**src/rtl/b64e_pkg.sv**
```systemverilog
// ----------------------------------------------------------------------------
// b64e_pkg
// Shared types, constants and the alphabet lookup for the Base64 encoder.
// ----------------------------------------------------------------------------
`default_nettype none

package b64e_pkg;

  // position of the next byte within its 3-byte group
  typedef enum logic [1:0] {
    PH0 = 2'd0,
    PH1 = 2'd1,
    PH2 = 2'd2,
    PH3 = 2'd3
  } phase_t;

  // ascii codes that do not come from a plain offset
  localparam logic [7:0] CHAR_PAD   = 8'h3D;  // '='
  localparam logic [7:0] CHAR_PLUS  = 8'h2B;  // '+'
  localparam logic [7:0] CHAR_SLASH = 8'h2F;  // '/'
  localparam logic [7:0] CHAR_UPPER = 8'h41;  // 'A'
  localparam logic [7:0] CHAR_LOWER = 8'h47;  // 'a' minus 26
  localparam logic [7:0] DIGIT_OFS  = 8'd4;   // 52 minus '0'

  // depth of the queue between front and back
  localparam int unsigned QDEPTH = 2;
  localparam int unsigned QPTR_W = 1;
  localparam int unsigned QCNT_W = 2;

  // up to four characters caused by one input word
  typedef struct packed {
    logic [3:0][7:0] chars;
    logic [1:0]      last_idx;  // index of the final character
    logic            eom;       // final character closes the message
  } bundle_t;

  // sextet to ascii character
  function automatic logic [7:0] b64_sym(input logic [5:0] v);
    logic [7:0] w;
    logic [7:0] r;
    w = {2'b00, v};
    if (v < 6'd26) begin
      r = CHAR_UPPER + w;
    end else if (v < 6'd52) begin
      r = CHAR_LOWER + w;
    end else if (v < 6'd62) begin
      r = w - DIGIT_OFS;
    end else if (v == 6'd62) begin
      r = CHAR_PLUS;
    end else begin
      r = CHAR_SLASH;
    end
    return r;
  endfunction

endpackage

`default_nettype wire

```
**src/rtl/b64e_front.sv**
```systemverilog
// ----------------------------------------------------------------------------
// b64e_front
// Tracks the group phase and carried bits, and turns each input word into a
// bundle of one to four characters.
// ----------------------------------------------------------------------------
`default_nettype none

module b64e_front (
  input  wire logic             clk,
  input  wire logic             rst_n,
  input  wire logic             accept,
  input  wire logic [7:0]       data_byte,
  input  wire logic             end_of_message,
  output b64e_pkg::bundle_t     bundle
);

  b64e_pkg::phase_t phase_r, phase_nxt;
  logic [3:0]       carry_r, carry_nxt;

  // phase and carried bits
  always_ff @(posedge clk) begin
    if (!rst_n) begin
      phase_r <= b64e_pkg::PH0;
      carry_r <= 4'd0;
    end else if (accept) begin
      phase_r <= phase_nxt;
      carry_r <= carry_nxt;
    end
  end

  // next phase
  always_comb begin
    phase_nxt = b64e_pkg::PH0;
    carry_nxt = 4'd0;
    unique case (phase_r)
      b64e_pkg::PH1: begin
        if (!end_of_message) begin
          phase_nxt = b64e_pkg::PH2;
          carry_nxt = data_byte[3:0];
        end
      end
      b64e_pkg::PH2: begin
        phase_nxt = b64e_pkg::PH0;
      end
      default: begin
        if (!end_of_message) begin
          phase_nxt = b64e_pkg::PH1;
          carry_nxt = {2'b00, data_byte[1:0]};
        end
      end
    endcase
  end

  // characters for this word
  always_comb begin
    bundle          = '0;
    bundle.eom      = end_of_message;
    unique case (phase_r)
      b64e_pkg::PH1: begin
        bundle.chars[0] = b64e_pkg::b64_sym({carry_r[1:0], data_byte[7:4]});
        if (end_of_message) begin
          bundle.chars[1] = b64e_pkg::b64_sym({data_byte[3:0], 2'b00});
          bundle.chars[2] = b64e_pkg::CHAR_PAD;
          bundle.last_idx = 2'd2;
        end
      end
      b64e_pkg::PH2: begin
        bundle.chars[0] = b64e_pkg::b64_sym({carry_r, data_byte[7:6]});
        bundle.chars[1] = b64e_pkg::b64_sym(data_byte[5:0]);
        bundle.last_idx = 2'd1;
      end
      default: begin
        bundle.chars[0] = b64e_pkg::b64_sym(data_byte[7:2]);
        if (end_of_message) begin
          bundle.chars[1] = b64e_pkg::b64_sym({data_byte[1:0], 4'b0000});
          bundle.chars[2] = b64e_pkg::CHAR_PAD;
          bundle.chars[3] = b64e_pkg::CHAR_PAD;
          bundle.last_idx = 2'd3;
        end
      end
    endcase
  end

  // the unused phase code is never entered
  a_phase_used: assert property (@(posedge clk) disable iff (!rst_n)
    phase_r != b64e_pkg::PH3)
    else $error("front entered unused phase");

  // a group that reaches its third byte always closes there
  a_phase2_wrap: assert property (@(posedge clk) disable iff (!rst_n)
    (accept && phase_r == b64e_pkg::PH2) |=> phase_r == b64e_pkg::PH0)
    else $error("phase did not wrap after third byte");

endmodule

`default_nettype wire

```
**src/rtl/b64e_fifo.sv**
```systemverilog
// ----------------------------------------------------------------------------
// b64e_fifo
// Short queue of character bundles between the front and the back.
// ----------------------------------------------------------------------------
`default_nettype none

module b64e_fifo (
  input  wire logic              clk,
  input  wire logic              rst_n,
  input  wire logic              push,
  input  wire b64e_pkg::bundle_t wr_data,
  output logic                   full,
  input  wire logic              pop,
  output b64e_pkg::bundle_t      rd_data,
  output logic                   empty
);

  b64e_pkg::bundle_t                 mem_r [b64e_pkg::QDEPTH];
  logic [b64e_pkg::QPTR_W-1:0]       wr_ptr_r, rd_ptr_r;
  logic [b64e_pkg::QCNT_W-1:0]       count_r;
  logic                              do_push, do_pop;

  assign full    = (count_r == b64e_pkg::QCNT_W'(b64e_pkg::QDEPTH));
  assign empty   = (count_r == '0);
  assign do_push = push && !full;
  assign do_pop  = pop && !empty;
  assign rd_data = mem_r[rd_ptr_r];

  // storage
  always_ff @(posedge clk) begin
    if (do_push) begin
      mem_r[wr_ptr_r] <= wr_data;
    end
  end

  // pointers and fill count
  always_ff @(posedge clk) begin
    if (!rst_n) begin
      wr_ptr_r <= '0;
      rd_ptr_r <= '0;
      count_r  <= '0;
    end else begin
      if (do_push) begin
        wr_ptr_r <= wr_ptr_r + 1'b1;
      end
      if (do_pop) begin
        rd_ptr_r <= rd_ptr_r + 1'b1;
      end
      if (do_push && !do_pop) begin
        count_r <= count_r + 1'b1;
      end else if (do_pop && !do_push) begin
        count_r <= count_r - 1'b1;
      end
    end
  end

  // fill count stays within the depth
  a_count_range: assert property (@(posedge clk) disable iff (!rst_n)
    count_r <= b64e_pkg::QCNT_W'(b64e_pkg::QDEPTH))
    else $error("queue count out of range");

  // a lone push grows the count by one
  a_count_push: assert property (@(posedge clk) disable iff (!rst_n)
    (do_push && !do_pop) |=> count_r == $past(count_r) + 1'b1)
    else $error("queue count did not follow push");

  // pointers agree with the fill count
  a_ptr_match: assert property (@(posedge clk) disable iff (!rst_n)
    (count_r == '0 || count_r == b64e_pkg::QCNT_W'(b64e_pkg::QDEPTH))
      |-> wr_ptr_r == rd_ptr_r)
    else $error("queue pointers disagree with count");

endmodule

`default_nettype wire

```
**src/rtl/b64e_back.sv**
```systemverilog
// ----------------------------------------------------------------------------
// b64e_back
// Holds one bundle in its output register and hands out its characters one
// word per cycle while pop is high, loading the next bundle without a gap.
// ----------------------------------------------------------------------------
`default_nettype none

module b64e_back (
  input  wire logic              clk,
  input  wire logic              rst_n,
  input  wire b64e_pkg::bundle_t q_data,
  input  wire logic              q_empty,
  output logic                   q_pop,
  input  wire logic              pop,
  output logic                   empty,
  output logic [7:0]             out_char,
  output logic                   out_last
);

  b64e_pkg::bundle_t bnd_r;
  logic              valid_r, valid_nxt;
  logic [1:0]        idx_r, idx_nxt;
  logic              is_final, take, load;

  assign is_final = (idx_r == bnd_r.last_idx);
  assign take     = pop && valid_r;
  assign load     = !q_empty && (!valid_r || (take && is_final));
  assign q_pop    = load;

  // next index and valid
  always_comb begin
    idx_nxt   = idx_r;
    valid_nxt = valid_r;
    if (load) begin
      idx_nxt   = 2'd0;
      valid_nxt = 1'b1;
    end else if (take) begin
      if (is_final) begin
        valid_nxt = 1'b0;
      end else begin
        idx_nxt = idx_r + 2'd1;
      end
    end
  end

  // control registers
  always_ff @(posedge clk) begin
    if (!rst_n) begin
      valid_r <= 1'b0;
      idx_r   <= 2'd0;
    end else begin
      valid_r <= valid_nxt;
      idx_r   <= idx_nxt;
    end
  end

  // bundle register
  always_ff @(posedge clk) begin
    if (load) begin
      bnd_r <= q_data;
    end
  end

  // result ports
  assign empty    = !valid_r;
  assign out_char = bnd_r.chars[idx_r];
  assign out_last = bnd_r.eom && is_final;

  // index never runs past the bundle's final character
  a_idx_range: assert property (@(posedge clk) disable iff (!rst_n)
    valid_r |-> idx_r <= bnd_r.last_idx)
    else $error("character index past bundle end");

  // an untaken word holds its place
  a_hold: assert property (@(posedge clk) disable iff (!rst_n)
    (valid_r && !pop) |=> valid_r && idx_r == $past(idx_r))
    else $error("waiting word moved without pop");

endmodule

`default_nettype wire

```
**src/rtl/base64_stream_encoder.sv**
```systemverilog
// ----------------------------------------------------------------------------
// base64_stream_encoder
// Streaming Base64 encoder, standard alphabet with '=' padding.
// ----------------------------------------------------------------------------
// Usage:
//   Input side is a queue write port: a byte word is taken at a clock edge
//   with push high and full low. in_end_of_message marks the last byte of a
//   message; every message has at least one byte.
//   Result side is a queue read port: while empty is low, out_char holds the
//   oldest waiting character; pop high takes it at the clock edge.
//   out_last is high on the final character of each encoded message.
//   Each byte yields one to four characters (four when a message ends on the
//   first byte of a group, counting padding).
//   The first character of a byte passes through the queue and then the
//   output register before it is shown, when nothing is ahead of it.
//   Throughput: one character per cycle while pop stays high, set by the
//   single output register; a long message yields four characters per
//   three bytes, plus padding. A two-bundle queue lets input lead output.
//   Reset (rst_n low, synchronous) empties the queue and output register and
//   returns to the start of a group. While the receiver holds off pop, the
//   queue fills and full rises; nothing is lost.
// ----------------------------------------------------------------------------
`default_nettype none

module base64_stream_encoder (
  input  wire logic       clk,
  input  wire logic       rst_n,
  input  wire logic       push,
  output logic            full,
  input  wire logic [7:0] in_data_byte,
  input  wire logic       in_end_of_message,
  output logic            empty,
  input  wire logic       pop,
  output logic [7:0]      out_char,
  output logic            out_last
);

  b64e_pkg::bundle_t front_bundle;
  b64e_pkg::bundle_t q_data;
  logic              accept;
  logic              q_empty;
  logic              q_pop;

  assign accept = push && !full;

  // phase tracking and character generation
  b64e_front u_front (
    .clk            (clk),
    .rst_n          (rst_n),
    .accept         (accept),
    .data_byte      (in_data_byte),
    .end_of_message (in_end_of_message),
    .bundle         (front_bundle)
  );

  // bundle queue
  b64e_fifo u_fifo (
    .clk     (clk),
    .rst_n   (rst_n),
    .push    (push),
    .wr_data (front_bundle),
    .full    (full),
    .pop     (q_pop),
    .rd_data (q_data),
    .empty   (q_empty)
  );

  // character output
  b64e_back u_back (
    .clk      (clk),
    .rst_n    (rst_n),
    .q_data   (q_data),
    .q_empty  (q_empty),
    .q_pop    (q_pop),
    .pop      (pop),
    .empty    (empty),
    .out_char (out_char),
    .out_last (out_last)
  );

endmodule

`default_nettype wire
```
**config.mk**
```make
export PLATFORM = sky130hd
export DESIGN_NAME = base64_stream_encoder
export DESIGN_NICKNAME = d
export VERILOG_FILES = /design/src/rtl/b64e_pkg.sv /design/src/rtl/b64e_front.sv /design/src/rtl/b64e_fifo.sv /design/src/rtl/b64e_back.sv /design/src/rtl/base64_stream_encoder.sv
export SDC_FILE = /design/constraint.sdc
export NUM_CORES = 1
export LEC_CHECK = 0
export BUFFER_PORTS_ARGS = -buffer_cell sky130_fd_sc_hd__buf_2
export CAP_MARGIN = 20
export CELL_PAD_IN_SITES_DETAIL_PLACEMENT = 0
export CELL_PAD_IN_SITES_GLOBAL_PLACEMENT = 1
export CORE_ASPECT_RATIO = 1.5
export CORE_MARGIN = 2
export CORE_UTILIZATION = 39
export DETAILED_ROUTE_END_ITERATION = 12
export HOLD_SLACK_MARGIN = 0.08
export PLACE_DENSITY_LB_ADDON = 0.1
export SETUP_SLACK_MARGIN = 0.02
export SYNTH_ARGS = -nofsm -noshare
export SYNTH_HDL_FRONTEND = slang
export SYNTH_HIERARCHICAL = 1
export SYNTH_SLANG_ARGS = --single-unit
```
**constraint.sdc**
```tcl
create_clock -name clk -period 8.65 [get_ports clk]
set_input_delay 0.4325 -clock clk [delete_from_list [all_inputs] [get_ports clk]]
set_output_delay 0.4325 -clock clk [all_outputs]
set_load 0.01 [all_outputs]
```
; Word level (Yosys, flattened, before mapping)
; Memories as Yosys holds them, arrays and structs flattened. A register that Yosys moved wholly into a read port is not among the register bits.
; Index checks and enable logic that the tools add are counted.
[word_totals]
register_bits = 21
ram_bits = 66
input_bits = 13
word_cells = 127
memories = 1
[memory_table]
columns = name, depth, width, read_ports, rd_ports_with_merged_regs, write_ports, line
row1 = u_fifo.mem_r, 2, 33, 1, 1, 1, b64e_fifo.sv:18  ; b64e_pkg::bundle_t mem_r [b64e_pkg::QDEPTH];
[classes]
add_sub_neg = 23
magnitude_cmp = 19
n_eq_ne = 8
n_mux = 44
n_bitwise = 2
n_reduce_logical = 22
[op_table]
columns = cell, count
row1 = two-way mux 8 bit, 19
row2 = "adder 7 x 6 -> 8 bit, first input constant", 12
row3 = "< comparator 6 bit, second input constant", 12
row4 = "subtractor 6 x 3 -> 7 bit, second input constant", 6
row5 = "< comparator 6 x 5 -> 1 bit, second input constant", 6
row6 = one-hot mux 18 bit (2 select lines), 1
row7 = "equality test 6 bit, second input constant", 4
row8 = two-way mux 22 bit, 1
row9 = binary-select mux 8 bit (select 2 bit), 1
row10 = one-hot mux 8 bit (2 select lines), 1
row11 = two-way mux 14 bit, 1
row12 = two-way mux 2 bit, 6
row13 = two-way mux 3 bit, 4
row14 = logical AND 1 bit, 8
row15 = one-hot mux 4 bit (2 select lines), 1
row16 = two-way mux 1 bit, 6
row17 = two-way mux 6 bit, 1
row18 = nonzero test 2 bit, 3
row19 = zero test 1 bit, 5
row20 = "adder 2 x 1 -> 2 bit, second input constant", 2
row21 = "equality test 2 bit, second input constant", 2
row22 = two-way mux 4 bit, 1
row23 = one-hot mux 2 bit (2 select lines), 1
row24 = AND reduction 2 bit, 2
row25 = 9 further kinds, 12

; Logic depth before layout (Yosys ltp)
[depth]
ltp_word = 8
mapped_depth = 9

; By module
; The synthesis kept the hierarchy.
[modules_own_cells]
columns = module, n_inst, cells_per_inst, area_each_um2
row1 = b64e_fifo, 1, 134, 2757.6
row2 = b64e_front, 1, 348, 2396.0
row3 = b64e_back, 1, 69, 1485.2
row4 = base64_stream_encoder, 1, 1, 13.8

; Worst setup path before layout
; No wires, ideal clock.
[synth_timing]
kind = register to register
from = reg u_back/bnd_r[2] (netlist name)
to = reg u_fifo/count_r[1] (netlist name)
arrival_time_ns = 3.508
t_required_ns = 8.580
path_slack_ns = 5.072
path_stages_with_launch = 8
n_path_buf = 0
synth_period_minus_slack_ns = 3.578
path_cell_list = edfxtp_1 xnor2_1 a31oi_2 nor2_1 o21ai_1 ha_1 or3_1 a21boi_1
[synth_between]
elab_chain_cells = 8
word_cells_on_any_way = 10
cone_classes = eq/ne: 1 / mux: 1 / reduce/logical: 8
[synth_rtl]
columns = element, line
row1 = equality test 2 bit *, b64e_back.sv:25  ; assign is_final = (idx_r == bnd_r.last_idx);
row2 = logical AND 1 bit *, b64e_back.sv:27  ; assign load = !q_empty && (!valid_r || (take && is_final));
row3 = logical OR 1 bit *, b64e_back.sv:27
row4 = logical AND 1 bit *, b64e_back.sv:27
row5 = via q_pop, base64_stream_encoder.sv:42  ; logic q_pop;
row6 = logical AND 1 bit *, b64e_fifo.sv:26  ; assign do_pop = pop && !empty;
row7 = zero test 1 bit, b64e_fifo.sv:49  ; if (do_push && !do_pop) begin
row8 = logical AND 1 bit, b64e_fifo.sv:49
row9 = two-way mux 2 bit / nonzero test 2 bit (equally long branches), --
row10 = "end signal, assigned", b64e_fifo.sv:50  ; count_r <= count_r + 1'b1;
row11 = "end signal, assigned", b64e_fifo.sv:52  ; count_r <= count_r - 1'b1;
row12 = "end, declared", b64e_fifo.sv:20  ; logic [b64e_pkg::QCNT_W-1:0] count_r;
; Mark *: on every way through the listed nets, which the timed path passes. The rest lies on a longest branch.
; A chain may end at the register's enable or synchronous reset.

; Final worst setup path
[layout_timing]
from = reg u_back.idx_r[0]
to = reg u_fifo/count_r[1] (netlist name)
[layout_between]
elab_chain_cells = 8
word_cells_on_any_way = 10
cone_classes = eq/ne: 1 / mux: 1 / reduce/logical: 8
[layout_rtl]
columns = element, line
row1 = "start, declared", b64e_back.sv:22  ; logic [1:0] idx_r, idx_nxt;
row2 = "start signal, assigned", b64e_back.sv:53  ; idx_r <= idx_nxt;
row3 = equality test 2 bit *, b64e_back.sv:25
row4 = logical AND 1 bit *, b64e_back.sv:27
row5 = logical OR 1 bit *, b64e_back.sv:27
row6 = logical AND 1 bit *, b64e_back.sv:27
row7 = via q_pop, base64_stream_encoder.sv:42
row8 = logical AND 1 bit *, b64e_fifo.sv:26
row9 = zero test 1 bit, b64e_fifo.sv:49
row10 = logical AND 1 bit, b64e_fifo.sv:49
row11 = two-way mux 2 bit / nonzero test 2 bit (equally long branches), --
; Marks and branches as above.

==> out/results.tsv <==
metric	value	unit
comb_power_share	23.0	%
ant_nets	0	
final_cell_mix	edfxtp_1 (105), mux2_2 (35), nand2_1 (29), nor2_1 (24), ha_1 (24)	
ys_ff_latch	119	
ys_async_sr_fraction	0	%
ys_seq_area_share	51.61	%
internal_power	1.470	mW
cts.sinks	119	
portBuffers	23	
crit_slowest_cell	dfxtp_1	
hold_slack	386.7	ps
gr-total-overflow	0	
dp.cells	745	
start_util	39.69	%
wl_per_cell	20.64	um
post_cts_resized	0	
critPathKind	register to register	
cp_data_arrival_time	3530	ps
hold_class	input port to register	
htree_levels	4	
final_common_cell	edfxtp_1	
drtIter0Drc	376	
netlist_instances	552	
die_area	0.01814	mm2
yosysWarnings	6	
cp_num_buf_inv	0	
critPathLaunchType	register	
use_met3	2.768	%
path_clk_slew	50	ps
power.switching	0.5581	mW
clock_path_buffers	2	
first_pass_iters	5	
fp.dieH	164.0	um
avgSynthCellArea	12.05	um2
synthesis.area	0.006653	mm2
grt_pass1_vias	4488	
nets	591	
fin_crit_sh	36.98	%
cpPeakStageDelay	790	ps
ys_types	73	
gp_congestion	0.8472	
grt_antenna_before_repair	0	
cts_made_buffers	17	
row_count	58	
routed_wl	16040	um
route.vias.total	4381	
rsz0062_at_grt	no	
finalHoldViolations	0	
relSlewSlack	33.82	%
clock_latency	400	ps
diodes	0	
synth_flop_cell	edfxtp_1	
setup_viol	0	
drv_slew	0	
dp_hpwl	11470	um
hold_buffers	0	
swShare	27.52	%
synth-edff-count	105	
path_cells	xnor2_2 -> a31oi_2 -> nor2_4 -> o21ai_1 -> ha_1 -> or3_1 -> a21boi_1	
cap_viol_max_count	0	
postCtsSetupBuffers	0	
grt_pass1_wl	24960	um
cts_tree	built	
io_pins	24	
coreArea	0.01676	mm2
path_delay_family	simple AND/OR/NAND/NOR gates	
met1_usage	19.78	%
period_needed	3199	ps
path_max_fanout	36	
required	8980	ps
grt_max_degree	37	
power_density	276.8	mW/mm2
viasPerCell	5.638	
grtUsageTotal	18.05	%
finalSetupTns	0	ps
drive_gt1_share	19.93	%
status	complete, no violations	
clkPwrFrac	33.2	%
die_w	110.6	um
p_leak	2.563	nW
cts-root-buf	clkbuf_16	
final_cells	777	
end_kind	register	
peakVddDrop	0.1767	mV
syn2layout_area_growth	10.14	%
power_frac_seq	43.8	%
grt.busiest_layer	met2	
worst_slew_pin_slew	990.4	ps
fmax	312.6	MHz
clock_skew	6.068	ps
drc	0	
use_met2	33.52	%
-- state kept, by name, indices dropped and copies added, names as in the netlist, named ones only --
| name | count |
|---|---|
| u_fifo/mem_r | 70 |
| u_back/bnd_r | 35 |
| u_front/carry_r | 4 |
| u_back/idx_r | 2 |
| u_fifo/count_r | 2 |
| u_front/phase_r | 2 |
| u_back/valid_r | 1 |
| u_fifo/rd_ptr_r | 1 |
| u_fifo/wr_ptr_r | 1 |
-- cell families (layout without fill, tap and decap cells) --
group / after synthesis / count (layout) / synth area share (%)
compound gates: 125 / 125 / 13.28
buf+inv: 72 / 82 / 6.338
simple gates: 143 / 143 / 11.91
fa+ha+maj: 24 / 24 / 4.514
xor+xnor: 23 / 23 / 3.141
other cells: 1 / 6 / 0.05637
mux: 45 / 45 / 9.159
flops: 119 / 119 / 51.61
-- cell usage after synthesis (all sizes together) (5+ instances only) --
cell type	count	area, um2
mux2	35	394.1
o21ai	25	125.1
nand2b	11	68.82
xnor2	20	182.7
and2	9	56.30
buf	43	310.3
clkbuf	5	18.77
or3	7	43.79
edfxtp	105	3153
a21o	5	37.54
nor2	25	93.84
ha	24	300.3
inv	24	92.59
dfxtp	14	280.3
mux4	8	195.2
nand4	6	37.54
nand2	29	108.9
a31oi	9	62.56
a21boi	6	45.04
nor2b	7	51.30
a211o	6	52.55
a21oi	25	140.1
nand3	20	110.1
nor3	14	112.6
o22ai	7	43.79
a22oi	5	37.54
-- final cells by class --
class | count | area, um2
fillers | 1554 | 9437
flip-flops and latches | 119 | 3433
multi-input cells | 366 | 2830
clock buffers | 20 | 436.7
well taps | 210 | 262.8
repair buffers | 26 | 137.6
clock inverters | 12 | 133.9
inverters | 24 | 92.59
-- through the flow --
step                total power [mW]  cell area [um2]  worst slack [ps]  utilization [%]
floorplan                      1.230             6671              5072                -
global placement               1.369             6756              5530            40.30
detailed placement             1.373             6756              5407            40.30
CTS                            2.054             7327              5402            43.71
global route                   2.129             7327              5185            43.71
finish                         2.028             7327              5451            43.71
-- power groups by stage --
stage,combinational [mW],sequential (mW),clock (mW)
6_report,0.467,0.888,0.673
5_1_grt,0.510,0.902,0.716
4_1_cts,0.476,0.891,0.687
3_5_place_dp,0.473,0.899,0
3_3_place_gp,0.472,0.897,0
2_1_floorplan,0.364,0.866,0
-- layer usage --
metal | part of all wire (%) | vias up
met1 | 39 | 2141
met5 | 0 | -
met4 | 3.8 | 0
met3 | 3.0 | 38
li1 | - | 2071
met2 | 54 | 131
-- worst paths after layout --
path                                         start                  to  slack, ps  depth (start not counted)
worst max-delay path               u_back/idx_r[0]   u_fifo/count_r[1]       5450                          7
worst min-delay path             in_end_of_message  u_fifo/mem_r[0][0]        390                          1
worst max register to register     u_back/idx_r[0]   u_fifo/count_r[1]       5450                          7
worst min register to register  u_front/phase_r[1]  u_front/phase_r[1]        540                          2
(Power assumes the default switching activity.)
